## config.mk

```make
export PLATFORM = sky130hd
export DESIGN_NAME = ascending_array_sorter
export DESIGN_NICKNAME = d
export VERILOG_FILES = /design/src/rtl/core/asrt_pkg.sv /design/src/rtl/core/asrt_cell.sv /design/src/rtl/core/asrt_ctrl.sv /design/src/rtl/core/ascending_array_sorter.sv
export VERILOG_INCLUDE_DIRS = /design/src /design/src/rtl/core
export SDC_FILE = /design/constraint.sdc
export NUM_CORES = 2
export LEC_CHECK = 0
export ABC_AREA = 1
export BUFFER_PORTS_ARGS = -buffer_cell sky130_fd_sc_hd__buf_4
export CAP_MARGIN = 0
export CORE_ASPECT_RATIO = 0.9
export CORE_UTILIZATION = 40
export CTS_CLUSTER_DIAMETER = 100
export CTS_CLUSTER_SIZE = 40
export DETAILED_ROUTE_END_ITERATION = 8
export GPL_TIMING_DRIVEN = 0
export MAX_ROUTING_LAYER = met4
export PLACE_DENSITY = 0.59
export SYNTH_ARGS = -nofsm -noshare
export SYNTH_HDL_FRONTEND = slang
export SYNTH_SLANG_ARGS = --single-unit
```

## constraint.sdc

```tcl
create_clock -name clk -period 5.9 [get_ports clk]
set_input_delay 0.295 -clock clk [delete_from_list [all_inputs] [get_ports clk]]
set_output_delay 0.295 -clock clk [all_outputs]
set_load 0.02 [all_outputs]
```

## src/rtl/core/ascending_array_sorter_assert.svh

```systemverilog
// Assertion macros for the ascending array sorter.
`ifndef ASCENDING_ARRAY_SORTER_ASSERT_SVH
`define ASCENDING_ARRAY_SORTER_ASSERT_SVH
`ifndef SYNTHESIS
// Condition that must hold at every clock edge outside reset.
`define ASRT_CHECK(lbl, clk_s, rstn_s, cond) \
  lbl: assert property (@(posedge clk_s) disable iff (!rstn_s) (cond)) \
    else $error("sorter check failed");
// Antecedent in one cycle implies consequent in the next cycle.
`define ASRT_NEXT(lbl, clk_s, rstn_s, ante, cons) \
  lbl: assert property (@(posedge clk_s) disable iff (!rstn_s) (ante) |=> (cons)) \
    else $error("sorter sequence check failed");
`else
`define ASRT_CHECK(lbl, clk_s, rstn_s, cond)
`define ASRT_NEXT(lbl, clk_s, rstn_s, ante, cons)
`endif
`endif

```

## src/rtl/core/asrt_pkg.sv

```systemverilog
// Shared types and constants for the ascending array sorter.
`timescale 1ns / 1ps
`default_nettype none
package asrt_pkg;

  localparam int DEPTH_DEF = 16;
  localparam int DATA_W    = 32;

  typedef enum logic {
    ST_LOAD,
    ST_DRAIN
  } state_t;

  // Broadcast command to every cell of the chain.
  typedef struct packed {
    logic ins;    // insert the new value at its sorted place
    logic shift;  // move every value one cell toward the head
  } cell_ctl_t;

  // Handshake and flag status from the controller.
  typedef struct packed {
    logic in_ready;
    logic out_valid;
    logic last_out;
    logic overflow;
  } ctrl_status_t;

endpackage
`default_nettype wire

```

## src/rtl/core/asrt_cell.sv

```systemverilog
// One compare-and-hold cell of the sorting chain.
`timescale 1ns / 1ps
`default_nettype none
module asrt_cell (
  input  logic                                clk,
  input  asrt_pkg::cell_ctl_t                 ctl,
  input  logic signed [asrt_pkg::DATA_W-1:0]  new_value,
  input  logic                                occ,
  input  logic                                left_occ,
  input  logic                                left_take,
  input  logic signed [asrt_pkg::DATA_W-1:0]  left_value,
  input  logic signed [asrt_pkg::DATA_W-1:0]  right_value,
  output logic                                take,
  output logic signed [asrt_pkg::DATA_W-1:0]  value
);

  logic signed [asrt_pkg::DATA_W-1:0] value_r;
  logic signed [asrt_pkg::DATA_W-1:0] value_nxt;

  // A strictly greater stored value yields its place, so equal values keep arrival order.
  assign take  = occ && (value_r > new_value);
  assign value = value_r;

  always_comb begin
    value_nxt = value_r;
    if (ctl.shift) begin
      value_nxt = right_value;
    end else if (ctl.ins) begin
      if (left_take) begin
        value_nxt = left_value;
      end else if (take || (!occ && left_occ)) begin
        value_nxt = new_value;
      end
    end
  end

  always_ff @(posedge clk) begin
    value_r <= value_nxt;
  end

endmodule
`default_nettype wire

```

## src/rtl/core/asrt_ctrl.sv

```systemverilog
// Load and drain sequencer with fill count and overflow flag.
`timescale 1ns / 1ps
`default_nettype none
module asrt_ctrl #(
  parameter int DEPTH = asrt_pkg::DEPTH_DEF,
  parameter int CNT_W = $clog2(DEPTH + 1)
) (
  input  logic                   clk,
  input  logic                   rst_n,
  input  logic                   in_valid,
  input  logic                   in_last,
  input  logic                   out_ready,
  output asrt_pkg::cell_ctl_t    ctl,
  output asrt_pkg::ctrl_status_t status,
  output logic [CNT_W-1:0]       fill_count
);

  asrt_pkg::state_t state_r, state_nxt;
  logic [CNT_W-1:0] cnt_r, cnt_nxt;
  logic             ovf_r, ovf_nxt;

  always_ff @(posedge clk) begin
    if (!rst_n) begin
      state_r <= asrt_pkg::ST_LOAD;
      cnt_r   <= '0;
      ovf_r   <= 1'b0;
    end else begin
      state_r <= state_nxt;
      cnt_r   <= cnt_nxt;
      ovf_r   <= ovf_nxt;
    end
  end

  always_comb begin
    state_nxt        = state_r;
    cnt_nxt          = cnt_r;
    ovf_nxt          = ovf_r;
    ctl              = '0;
    status.in_ready  = 1'b0;
    status.out_valid = 1'b0;
    status.last_out  = (cnt_r == CNT_W'(1));
    status.overflow  = ovf_r;
    unique case (state_r)
      asrt_pkg::ST_LOAD: begin
        status.in_ready = 1'b1;
        if (in_valid) begin
          if (cnt_r < CNT_W'(DEPTH)) begin
            ctl.ins = 1'b1;
            cnt_nxt = cnt_r + CNT_W'(1);
          end else begin
            ovf_nxt = 1'b1;
          end
          if (in_last) begin
            state_nxt = asrt_pkg::ST_DRAIN;
          end
        end
      end
      asrt_pkg::ST_DRAIN: begin
        status.out_valid = 1'b1;
        if (out_ready) begin
          ctl.shift = 1'b1;
          if (cnt_r == CNT_W'(1)) begin
            cnt_nxt   = '0;
            ovf_nxt   = 1'b0;
            state_nxt = asrt_pkg::ST_LOAD;
          end else begin
            cnt_nxt = cnt_r - CNT_W'(1);
          end
        end
      end
      default: begin
        state_nxt = asrt_pkg::ST_LOAD;
      end
    endcase
  end

  assign fill_count = cnt_r;

endmodule
`default_nettype wire

```

## src/rtl/core/ascending_array_sorter.sv

```systemverilog
// Top level of the ascending array sorter: insertion chain of compare cells.
//
//  Channel | Ports               | Payload
//  --------+---------------------+-------------------------------------------
//  in      | in_tvalid/in_tready | in_tdata = value, in_tlast = last of set
//  out     | out_tvalid/tready   | out_tdata = sorted_value, out_tlast =
//          |                     | last_out, out_tuser = overflow
//
// While a set loads, one request is taken every cycle; each value is placed at
// its sorted position in the same cycle by the row of DEPTH compare cells.
// After the last request of a set the block drains N results at up to one per
// cycle (N = stored count), shifting the chain toward its head; no input is
// taken while draining. Requests beyond DEPTH are still taken, but dropped.
// Output stalls hold the head cell and the counter. Reset is synchronous,
// active low, clears the controller only and needs no clearing pass.
`timescale 1ns / 1ps
`default_nettype none
module ascending_array_sorter #(
  parameter int DEPTH = asrt_pkg::DEPTH_DEF
) (
  input  logic        clk,
  input  logic        rst_n,
  input  logic        in_tvalid,
  output logic        in_tready,
  input  logic [31:0] in_tdata,   // [31:0] value (signed)
  input  logic        in_tlast,
  output logic        out_tvalid,
  input  logic        out_tready,
  output logic [31:0] out_tdata,  // [31:0] sorted_value (signed)
  output logic        out_tlast,
  output logic        out_tuser   // [0] overflow
);

  localparam int CNT_W = $clog2(DEPTH + 1);

  asrt_pkg::cell_ctl_t    ctl;
  asrt_pkg::ctrl_status_t status;
  logic [CNT_W-1:0]       fill_count;

  logic signed [asrt_pkg::DATA_W-1:0] new_value;
  logic signed [asrt_pkg::DATA_W-1:0] cell_val [DEPTH];
  logic [DEPTH-1:0]                   take;
  logic [DEPTH-1:0]                   occ;

  assign new_value = in_tdata;

  asrt_ctrl #(
    .DEPTH (DEPTH),
    .CNT_W (CNT_W)
  ) u_ctrl (
    .clk        (clk),
    .rst_n      (rst_n),
    .in_valid   (in_tvalid),
    .in_last    (in_tlast),
    .out_ready  (out_tready),
    .ctl        (ctl),
    .status     (status),
    .fill_count (fill_count)
  );

  // Cells below the fill count hold values in ascending order from the head.
  genvar gi;
  generate
    for (gi = 0; gi < DEPTH; gi++) begin : g_cell
      logic                               left_occ;
      logic                               left_take;
      logic signed [asrt_pkg::DATA_W-1:0] left_value;
      logic signed [asrt_pkg::DATA_W-1:0] right_value;

      assign occ[gi] = (fill_count > CNT_W'(gi));

      if (gi == 0) begin : g_head
        // The head has an always occupied, never yielding neighbor on its left.
        assign left_occ   = 1'b1;
        assign left_take  = 1'b0;
        assign left_value = new_value;
      end else begin : g_body
        assign left_occ   = occ[gi-1];
        assign left_take  = take[gi-1];
        assign left_value = cell_val[gi-1];
      end

      if (gi == DEPTH - 1) begin : g_tail
        assign right_value = cell_val[gi];
      end else begin : g_mid
        assign right_value = cell_val[gi+1];
      end

      asrt_cell u_cell (
        .clk         (clk),
        .ctl         (ctl),
        .new_value   (new_value),
        .occ         (occ[gi]),
        .left_occ    (left_occ),
        .left_take   (left_take),
        .left_value  (left_value),
        .right_value (right_value),
        .take        (take[gi]),
        .value       (cell_val[gi])
      );
    end
  endgenerate

  // Results are read straight from the head cell.
  assign in_tready  = status.in_ready;
  assign out_tvalid = status.out_valid;
  assign out_tdata  = cell_val[0];
  assign out_tlast  = status.last_out;
  assign out_tuser  = status.overflow;

`include "ascending_array_sorter_assert.svh"

  // Loading and draining never overlap.
  `ASRT_CHECK(a_no_overlap, clk, rst_n, !(in_tready && out_tvalid))
  // A drain always has at least one stored value behind it.
  `ASRT_CHECK(a_drain_nonempty, clk, rst_n, !out_tvalid || (fill_count != '0))
  // The last request of a set starts the drain in the next cycle.
  `ASRT_NEXT(a_last_starts_drain, clk, rst_n, in_tvalid && in_tready && in_tlast,
             out_tvalid && (fill_count != '0))
  // Taking the final result returns the block to loading with an empty chain.
  `ASRT_NEXT(a_final_reloads, clk, rst_n, out_tvalid && out_tready && out_tlast,
             in_tready && (fill_count == '0) && !out_tuser)

endmodule
`default_nettype wire

```

# == After elaboration in Yosys (flattened, before gate mapping) ==
# Index checks and enable logic that the tools add are counted.
# Widths: inputs -> output; s select.
# totals
reg_bits,519
word_cells,243
in_bits,37
# classes
add_sub_neg,2
mux,83
n_eq_ne,6
bitwise_logic,2
reduce_logical,98
magnitude_cmp,33
# op_table
op,n
$mux 32,61
$gt 32x32->1,16
$reduce_bool 3->1,14
$gt 5x4->1 const B,8
$logic_and 1x1->1,31
$reduce_and 2->1,15
$gt 5x3->1 const B,4
$mux 5,4
$logic_not 1->1,16
$logic_or 1x1->1,16
$mux 1,15
$gt 5x1->1 const B,2
$gt 5x2->1 const B,2
$pmux 5 s2,1
$ne 2x2->1 const B,4
$reduce_and 3->1,2
$reduce_bool 2->1,3
$add 5x1->5 const B,1
$eq 5x1->1 const B,1
$lt 5x5->1 const B,1
$sub 5x1->5 const B,1
$pmux 1 s2,2
$reduce_and 4->1,1
$ne 2x1->1 const B,1
$not 1->1,2

# == Logic depth before layout (Yosys ltp) ==
# depth
depth_word,8
depth_mapped,20
mapped_depth_nobuf,18

# == By module ==
# From an unflattened synthesis, not the netlist that was laid out.
# hier_totals
hier_cells,5406
hier_area_um2,40945.5
# by_module_without_submodules
mod,seq_area_each_um2,area_per_inst_um2,n_inst,cells_per_inst
asrt_cell,960.9,2516.2,16,331
asrt_ctrl,140.1,545.5,1,79
ascending_array_sorter,0.0,141.4,1,31

# == Worst setup path before layout ==
# OpenSTA, ideal clock, no wires.
# synth_timing
path_type,input-to-reg
start,input port in_tdata[31]
end,register g_cell[0].u_cell.value_r (netlist bit g_cell[0].u_cell.value[0]) (enable)
cell_stages,12
arrival_ns,4.069
setup_ns,0.432
path_buffers,2
setup_slack_ns,1.399
cell_sequence,inv_1 -> clkbuf_1 -> ha_1 -> a21oi_1 -> o21a_1 -> nand2_1 -> a21oi_1 -> a21oi_1 -> nor2_2 -> buf_2 -> a21oi_1 -> a21oi_1
# synth_via
elab_chain_cells,5
# synth_lines
item,line,rtl
start: declaration,ascending_array_sorter.sv:25,"input logic [31:0] in_tdata,"
$gt 32x32->1,asrt_cell.sv:21,assign take = occ && (value_r > new_value);
$logic_and 1x1->1,asrt_cell.sv:21,
$logic_or 1x1->1,asrt_cell.sv:31,end else if (take || (!occ && left_occ)) begin
$reduce_bool 2->1 (no line),--,
$reduce_and 2->1 (no line),--,
end signal: assignment,asrt_cell.sv:38,value_r <= value_nxt;
end: declaration,asrt_cell.sv:17,logic signed [asrt_pkg::DATA_W-1:0] value_r;
# Every way passes these cells.
# A chain may end at the register's enable or synchronous reset.

# == Worst setup path in the final report ==
# layout_timing
start,input port in_tdata[31]
end,register g_cell[7].u_cell.value_r (netlist bit g_cell[7].u_cell.value[16]) (enable)
# layout_via
elab_chain_cells,5
# layout_lines
item,line
$gt 32x32->1,asrt_cell.sv:21
$logic_and 1x1->1,asrt_cell.sv:21
$logic_or 1x1->1,asrt_cell.sv:31
$reduce_bool 3->1 (no line) *,--
$reduce_and 2->1 (no line) *,--
end signal: assignment,asrt_cell.sv:38
end: declaration,asrt_cell.sv:17
# Mark *: on every way between the ends. The rest lies on a longest branch, timed or not.

==> results.py <==
metrics = {
    "pwr": {
        "p_comb_frac": 0.385,
        "worst_ir_drop_vdd_mv": 0.235,
        "pwr-share-clk": 0.198,
        "power.share.sequential": 0.417,
        "power.net_switching_mw": 5.43,
        "p_leak_nw": 21.8,
        "netSwitchingFraction": 0.415,
        "powerDensity_nw_per_um2": 287,
        "finalPower_mw": 13.1,
        "internal-power_mw": 7.67,
    },
    "critical_path": {
        "worstPathRequired_ns": 6.16,
        "critPathMaxFanout": 32,
        "reg2reg_from": "u_ctrl.state_r$_SDFF_PN0_",
        "r2r_end": "g_cell[7].u_cell.value[16]$_DFFE_PP_",
        "path_class": "input port to flop",
        "r2r_slack_ns": 1.51,
        "worst-r2r-cell-count": 8,
        "critical_path_start_type": "input port",
        "cp-end-kind": "flop",
        "arrival_ns": 5.39,
    },
    "placement": {
        "port-buffer-count": 72,
        "place_inst": 6958,
        "dpl-instance-area_um2": 44200,
        "hpwlAfterDp_mm": 107,
        "place.gp.congestion": 0.944,
    },
    "route": {
        "number_of_vias_per_cell_after_detailed_routing": 5.24,
        "detail_route.wl_per_cell_um": 18.2,
        "firstDrtPassIters": 9,
        "drt-initial-drc-count": 2757,
        "routed_wl_mm": 128,
        "remaining_drc_errors": 6,
        "final_antenna_violating_net_count": 0,
        "detailed_route_via_count": 37000,
    },
    "cts": {
        "tritoncts.num_buffers": 28,
        "cts.htree.levels": 1,
        "clock_sink_count": 519,
        "clock_path_buffers": 3,
        "cts.repair_timing.setup_buffer_count": 0,
        "clock_tree.root_cell": "sky130_fd_sc_hd__clkbuf_16",
        "tritoncts": "done",
        "cts_resized": 0,
        "clock_latency_ns": 0.68,
        "cts_hold_repair.buffers": 34,
        "clock_transition_at_path_regs_ns": 0.11,
    },
    "global_routing": {
        "grt_max_degree": 33,
        "antenna_violations_before_repair": 1,
        "grt.overflow.total": 0,
        "first_global_vias": 36500,
        "grt_pass1_wl_mm": 200,
        "groute.usage.overall": 0.247,
    },
    "run_status": {
        "outcome": "finished, violations left",
        "failed_checks": "design-rule violations",
    },
    "yosys": {
        "synth_xor_xnor_area_share": 0.000420,
        "yosysTopAreaCell": "sky130_fd_sc_hd__edfxtp_1",
        "netlist_cell_types": 47,
        "postSynthCellCount": 5523,
        "synth_top_family_by_area": "simple AND/OR/NAND/NOR gates",
        "synth.avg_cell_area_um2": 7.55,
        "yosys.area_share.simple": 0.328,
        "syn-num-nets": 6077,
        "synth_compound_area_frac": 0.0593,
        "synth_warnings": 0,
        "netlist_top_cells_area": "sky130_fd_sc_hd__edfxtp_1 (37%), sky130_fd_sc_hd__nand2_1 (17%), sky130_fd_sc_hd__ha_1 (16%)",
        "post_synth_fa_ha_maj_area_fraction": 0.155,
        "yosysTopAreaCellShare": 0.369,
        "ys_seq_area_frac": 0.372,
        "ys_seq_elements": 519,
        "netlist_area_um2": 41700,
        "multiplexer_fraction_of_the_synthesized_cell_area": 0,
    },
    "min_path": {
        "hold_path_depth": 3,
        "whs_endpoint": "g_cell[15].u_cell.value[0]$_DFFE_PP_",
        "hold_path.class": "input port to flop",
        "hold_path_startpoint": "in_tdata[0]",
    },
    "floorplan": {
        "die_area_um2": 106000,
        "pin_count": 73,
        "initial_cell_density_of_the_core": 0.407,
        "die-width_um": 342,
        "site_row_count": 111,
        "design.core.area_um2": 102000,
        "die_h_um": 308,
    },
    "finish": {
        "final_cell_area_um2": 45600,
        "finalNonFillerCells": 7045,
        "antenna-diode-count": 0,
        "syn2layout_area_growth_pct": 9.42,
        "final.fill_count": 10500,
        "design.final.nets": 6221,
        "drive_above_1_share": 0.0520,
    },
    "sta": {
        "finalSetupViolCount": 0,
        "grt_setup_unrepaired": "false",
        "worst_rel_slew_slack": 0.108,
        "fin_crit_share": 0.870,
        "final_worst_path_period_need_ns": 5.13,
        "tightest_pin_transition_ns": 1.34,
        "report.final.hold_viol_count": 0,
        "achievable-frequency_ghz": 0.195,
        "maxSlewViolCount": 0,
        "worst_clock_skew_ns": 0.0508,
    },
    "job": {
        "max_cap_viol_count": 0,
    },
}
-- flip-flops by register name, summed over array words and instances (netlist names) --
register,cells
g_cell.u_cell.value,512
u_ctrl.fill_count,5
u_ctrl.ovf_r,1
u_ctrl.state_r,1
-- synth_stat cells, drive strengths merged --
master	n
nor3	20
a211oi	2
nor3b	6
a21oi	304
o32ai	1
a221oi	1
ha	517
buf	113
a41oi	5
nand4	382
nand2	1862
a21boi	1
nand3b	9
a31oi	4
edfxtp	512
inv	602
o31ai	3
nand3	611
dfxtp	7
o21bai	5
and3	4
xor2	2
nor4	8
o21a	16
o21ai	115
a21o	1
o211ai	2
clkbuf	196
nor4b	3
or2	1
nor2	208
-- power by group through the flow --
| stage | registers (mW) | logic (mW) | clock network [mW] |
|---|---|---|---|
| global route | 5.54 | 5.74 | 2.72 |
| CTS | 5.46 | 5.04 | 2.62 |
| detailed placement | 5.55 | 5.00 | 0 |
| global placement | 5.56 | 4.80 | 0 |
| finish | 5.46 | 5.05 | 2.59 |
| floorplan | 5.45 | 3.48 | 0 |
-- per-layer routing --
metal	vias to the layer above	global-route usage	part of all wire
met4	0	0.0664	0.030
met3	178	0.0193	0.044
met1	16800	0.311	0.45
met2	912	0.425	0.48
li1	19100	-	-
met5	-	-	0
-- critical path, cell delays in order --
cell,delay (ns)
sky130_fd_sc_hd__dlygate4sd3_1,0.53
sky130_fd_sc_hd__buf_4,0.14
sky130_fd_sc_hd__inv_1,0.31
sky130_fd_sc_hd__clkbuf_2,0.70
sky130_fd_sc_hd__ha_1,0.35
sky130_fd_sc_hd__nand4_1,0.12
sky130_fd_sc_hd__inv_1,0.09
sky130_fd_sc_hd__nand2_1,0.11
sky130_fd_sc_hd__nor3_1,0.42
sky130_fd_sc_hd__nand2_1,0.18
sky130_fd_sc_hd__nand3_1,0.33
sky130_fd_sc_hd__nand3_2,0.33
sky130_fd_sc_hd__buf_2,0.31
sky130_fd_sc_hd__nand3_1,0.15
sky130_fd_sc_hd__nand2_1,0.06
sky130_fd_sc_hd__inv_1,0.95
-- cell type report --
class,instances,area (µm²),area share
plain buffers,309,1320,0.0289
well taps,1356,1700,0.0372
clock inverters,23,340,0.00746
clock buffers,29,704,0.0154
multi-input cells,4093,22700,0.498
inverters,602,2260,0.0495
repair buffers,114,1060,0.0233
flip-flops and latches,519,15500,0.340
-- per-stage QoR --
step	worst slack, ns	utilization	setup TNS (ns)	hold slack (ns)
finish	0.768	0.445	0	0.191
global route	0.560	0.445	0	0.218
CTS	0.748	0.445	0	0.178
detailed placement	0.606	0.431	0	0.527
global placement	-1.31	0.429	-290.65	0.534
floorplan	1.40	-	0	0.433
-- cell families after synthesis --
family / count (synthesis)
buffers and inverters: 911
AO/OA/AOI/OAI: 460
adder cells (fa/ha/maj): 517
AND/OR/NAND/NOR: 3114
XOR/XNOR: 2
flip-flops: 519
-- cells in the final DEF, fill, tap and decap left out, types with 12 or more instances in the layout --
master,synthesis,routed
sky130_fd_sc_hd__clkbuf_16,0,28
sky130_fd_sc_hd__ha_1,517,517
sky130_fd_sc_hd__clkbuf_2,0,30
sky130_fd_sc_hd__nor2_1,205,195
sky130_fd_sc_hd__buf_4,10,82
sky130_fd_sc_hd__nand2_1,1857,1857
sky130_fd_sc_hd__buf_2,66,66
sky130_fd_sc_hd__inv_1,596,595
sky130_fd_sc_hd__nand4_1,382,382
sky130_fd_sc_hd__clkbuf_1,196,167
sky130_fd_sc_hd__nand3_2,12,12
sky130_fd_sc_hd__a21oi_1,299,298
sky130_fd_sc_hd__nand3_1,599,599
sky130_fd_sc_hd__nor3_1,19,19
sky130_fd_sc_hd__o21ai_0,112,112
sky130_fd_sc_hd__buf_1,37,37
sky130_fd_sc_hd__dlygate4sd3_1,0,34
sky130_fd_sc_hd__o21a_1,16,16
sky130_fd_sc_hd__edfxtp_1,512,512
-- worst max path at each step --
stage | from | endpoint | cells past startpoint
finish | in_tdata[31] | g_cell[7].u_cell.value[16]$_DFFE_PP_ | 16
global placement | in_tdata[31] | g_cell[0].u_cell.value[5]$_DFFE_PP_ | 13
floorplan | in_tdata[31] | g_cell[0].u_cell.value[0]$_DFFE_PP_ | 12
global route | in_tdata[31] | g_cell[7].u_cell.value[16]$_DFFE_PP_ | 16
detailed placement | in_tdata[31] | g_cell[7].u_cell.value[6]$_DFFE_PP_ | 15
CTS | in_tdata[31] | g_cell[7].u_cell.value[16]$_DFFE_PP_ | 16
No activity file was read; power rests on OpenSTA's default activity.
